## config.mk

```make
export PLATFORM = sky130hd
export DESIGN_NAME = brms_ram
export DESIGN_NICKNAME = d
export VERILOG_FILES = /design/src/design/brms_ram.sv
export SDC_FILE = /design/constraint.sdc
export NUM_CORES = 2
export LEC_CHECK = 0
export ABC_CLOCK_PERIOD_IN_PS = 6300
export BUFFER_PORTS_ARGS = -buffer_cell sky130_fd_sc_hd__buf_2
export CAP_MARGIN = 20
export CORE_AREA = 2 2 519 521
export CTS_BUF_LIST = sky130_fd_sc_hd__clkbuf_8
export DETAILED_ROUTE_END_ITERATION = 8
export DIE_AREA = 0 0 521 523
export PLACE_DENSITY = 0.45
export SYNTH_ARGS = -nofsm -noshare
export SYNTH_HDL_FRONTEND = slang
export SYNTH_SLANG_ARGS = --single-unit
```

## constraint.sdc

```tcl
create_clock -name clk_i -period 6.3 [get_ports clk_i]
set_clock_uncertainty 0.2 [all_clocks]
set_input_delay 0 -clock clk_i [delete_from_list [all_inputs] [get_ports clk_i]]
set_output_delay 0 -clock clk_i [all_outputs]
set_load 0.01 [all_outputs]
```

## src/design/brms_ram.sv

```systemverilog
`default_nettype none
// ----------------------------------------------------------------------------
// Generic RAM
// One write port, one read port with registered read data (old data on
// a same-address collision).
// ----------------------------------------------------------------------------
module brms_ram #(
  parameter int unsigned WIDTH = 8,
  parameter int unsigned DEPTH = 256
) (
  input  wire                      clk_i,
  input  wire                      we_i,
  input  wire  [$clog2(DEPTH)-1:0] waddr_i,
  input  wire  [WIDTH-1:0]         wdata_i,
  input  wire                      re_i,
  input  wire  [$clog2(DEPTH)-1:0] raddr_i,
  output logic [WIDTH-1:0]         rdata_o
);

  logic [WIDTH-1:0] mem_q [DEPTH];

  always_ff @(posedge clk_i) begin
    if (we_i) begin
      mem_q[waddr_i] <= wdata_i;
    end
    if (re_i) begin
      rdata_o <= mem_q[raddr_i];
    end
  end

endmodule
`default_nettype wire
```

==> key figures <==
Clock network
  • CTS resizes: 0
  • Cts hold-fix bufs: 46
  • Clock Latency Late Sink: 1.08 ns
  • Setup bufs post-CTS: 0
  • CTS max path bufs: 4
  • Num Clock Sinks: 2056
  • Num CTS Buffers: 368
  • H-Tree Depth: 5
  • Clock-pin slew on the worst setup and hold paths: 0.06 ns
  • TritonCTS clock tree: yes
  • Root Driver: clkbuf_8

STA
  • Final Critical Period: 3.65 ns
  • Final Cycle Share: 58.0%
  • Worst rel slew slack: 15.8%
  • RSZ-0062 raised after global routing: false
  • Slew @ Worst Pin: 1.25 ns
  • Final hold violation count: 0
  • Worst setup margin: 2.65 ns
  • Max Clk Rate: 274 MHz
  • Setup TNS: 0 ns
  • Final setup viols: 0
  • Max-slew violation count: 0

Die
  • Core ar.: 267000 um^2
  • IO Count: 35
  • Die ar.: 272000 um^2
  • Die Ht: 523 um
  • Initial Util: 29.8%
  • Cell row count: 190
  • Die Span X: 521 um

Yosys
  • #FFs+latches synth: 2056
  • Adder-Cell Fraction of Synth Area: 0%
  • Top_reg_cell synth: edfxtp_1
  • Asr flop ratio synth: 0%
  • Post-synth EDFFs: 2056
  • Compound-Gate Fraction of Synth Area: 3.42%
  • Main combinational cell family by area after synthesis: multiplexers
  • Syn avg cell area: 21.3 um^2
  • Synth cell types: 54
  • Simple-Gate Fraction of Synth Area: 2.63%
  • Seq/Total Area, Yosys: 77.5%
  • Synth Instances: 3733
  • Mapped Nets: 3760
  • Synthesized area: 79600 um^2
  • Ys Warns: 0
  • Mux cell area share after synthesis: 14.6%
  • Xor/xnor share of the synthesized area: 0%

GRT
  • Total grt overflow: 0
  • Largest net degree at the start of global routing: 199
  • Vias in the first global route: 40928
  • Initial antenna violation count: 16
  • First-pass GRT wire length: 322 mm
  • GRT Total Usage: 16.7%

Finish
  • Filler cells: 25110
  • Fraction of layout cells with a size suffix above 1: 24.4%
  • Final core utilization: 34.1%
  • Most frequent cells in the layout: edfxtp_1 (2056), mux4_2 (454), clkbuf_8 (375), nor2_1 (279), mux2i_1 (134)
  • P&R area growth vs syn: 14.3%
  • NumNets Final: 4086
  • Commonest non-fill, non-tap cell in the layout: edfxtp_1

Route
  • Post-route DRC violation count: 0
  • Average wire per standard cell: 29.1 um
  • Met2 wire len: 110 mm
  • Detailed Route Iter0 Violations: 4037
  • Vias/cell: 5.01
  • DRT Pass-1 Iters: 5
  • Vias: 39472
  • Top sig layer: met5
  • Metal3 WL: 11.6 mm
  • M1 WL: 102 mm
  • DRT Wirelength: 229 mm
  • Final ANT Viol Nets: 0

Worst setup path
  • Critical Path AT: 4.21 ns
  • WS Path Type: input pin to flop
  • Max FO, Critical Path: 16
  • Crit. End Element: flop
  • CP Data Required Time: 6.85 ns
  • Startpoint Class: input pin

Power
  • Power Dens Cells: 304 nW/um^2
  • Static leakage power: 28.0 nW
  • Peak supply drop: 0.230 mV

Place
  • Final HPWL DP: 134 mm
  • Final Wtd Congestion: 0.792
  • IO Port Bufs: 34
  • Worst slack at placement: 2.11 ns

Outcome
  • Status: finished clean

Flow run
  • Max Cap Viol: 0

Hold path
  • HP Class: input pin to flop
## cell usage after synthesis, drive strengths merged (2+ instances only)
master / number / area, um^2
a221oi: 14 / 129
nor4: 27 / 188
a311oi: 2 / 17.5
nand2: 33 / 124
o32ai: 5 / 51.3
edfxtp: 2056 / 61700
o211ai: 10 / 75.1
o21ai: 12 / 60.1
and3b: 2 / 17.5
a21oi: 96 / 480
a211oi: 16 / 120
a31oi: 2 / 12.5
nand3b: 2 / 15.0
a22oi: 133 / 998
buf: 122 / 1030
and2: 6 / 37.5
a22o: 8 / 70.1
o221ai: 47 / 418
mux2i: 134 / 1340
mux4: 456 / 10300
o22ai: 28 / 175
nand3: 34 / 170
nand2b: 8 / 50.1
nand4: 10 / 62.6
a2111oi: 5 / 52.6
clkbuf: 111 / 417
or2: 4 / 25.0
nor3: 22 / 110
o22a: 5 / 43.8
nor2b: 31 / 194
nor2: 282 / 1060
## flip-flops by register name (all words and copies together), names as in the netlist
name,cells
mem_q,2048
rdata_o,8
## path summary, 6_finish.rpt
| check | to | depth (start not counted) | slack [ns] | startpoint |
|---|---|---|---|---|
| setup / recovery | rdata_o[3]$_DFFE_PP_ | 11 | 2.65 | raddr_i[4] |
| hold / removal | rdata_o[1]$_DFFE_PP_ | 7 | 0.19 | raddr_i[3] |
| setup reg to reg | rdata_o[3]$_DFFE_PP_ | 7 | 2.87 | mem_q[42][3]$_DFFE_PP_ |
| hold reg to reg | rdata_o[0]$_DFFE_PP_ | 6 | 1.03 | mem_q[60][0]$_DFFE_PP_ |
## through the flow
stage | cells | power [mW] | area [um^2] | hold WS (ns)
after floorplan | 3733 | 16.1 | 79600 | -0.101
after global placement | 7190 | 16.8 | 84000 | 0.269
after detailed placement | 7194 | 16.8 | 84100 | 0.274
after CTS | 7867 | 28.0 | 91000 | 0.0532
after global routing | 7874 | 28.6 | 91000 | 0.115
final | 7877 | 27.7 | 91000 | 0.189
## power breakdown
group          switching, mW  internal [mW]  leakage, nW
combinational          0.963          0.482         5.88
clock                   5.48           5.61         3.61
sequential            0.0250           15.1         18.5
## worst max-delay path: stages
cell,delay [ns]
dlygate4sd3_1,0.65
buf_2,0.24
buf_4,0.37
nand2b_1,0.48
buf_4,0.31
a211oi_1,0.08
a311oi_1,0.36
dlygate4sd3_1,0.63
o221ai_1,0.13
a211oi_1,0.83
nor4_1,0.08
## layer usage
metal / up-vias / track usage [%]
li1: 16435 / -
met3: 335 / 2.81
met4: 2 / 4.38
met2: 1245 / 27.0
met5: - / 0
met1: 21455 / 23.3
## layout make-up
class | instances | area [um^2] | area share (%)
multi-input cells | 1442 | 16600 | 18.2
repair buffers | 189 | 1970 | 2.16
inverters | 2 | 7.51 | 0.00825
flip-flops and latches | 2056 | 61700 | 67.8
clock inverters | 252 | 1120 | 1.23
diodes | 9 | 22.5 | 0.0247
well taps | 3552 | 4440 | 4.88
clock buffers | 375 | 5160 | 5.67
## cell families after synthesis
| logic type | count (synthesis) |
|---|---|
| AO/OA/AOI/OAI | 385 |
| buffers and inverters | 235 |
| flip-flops | 2056 |
| multiplexers | 591 |
| AND/OR/NAND/NOR | 466 |
Power figures use the tool's default switching activity.
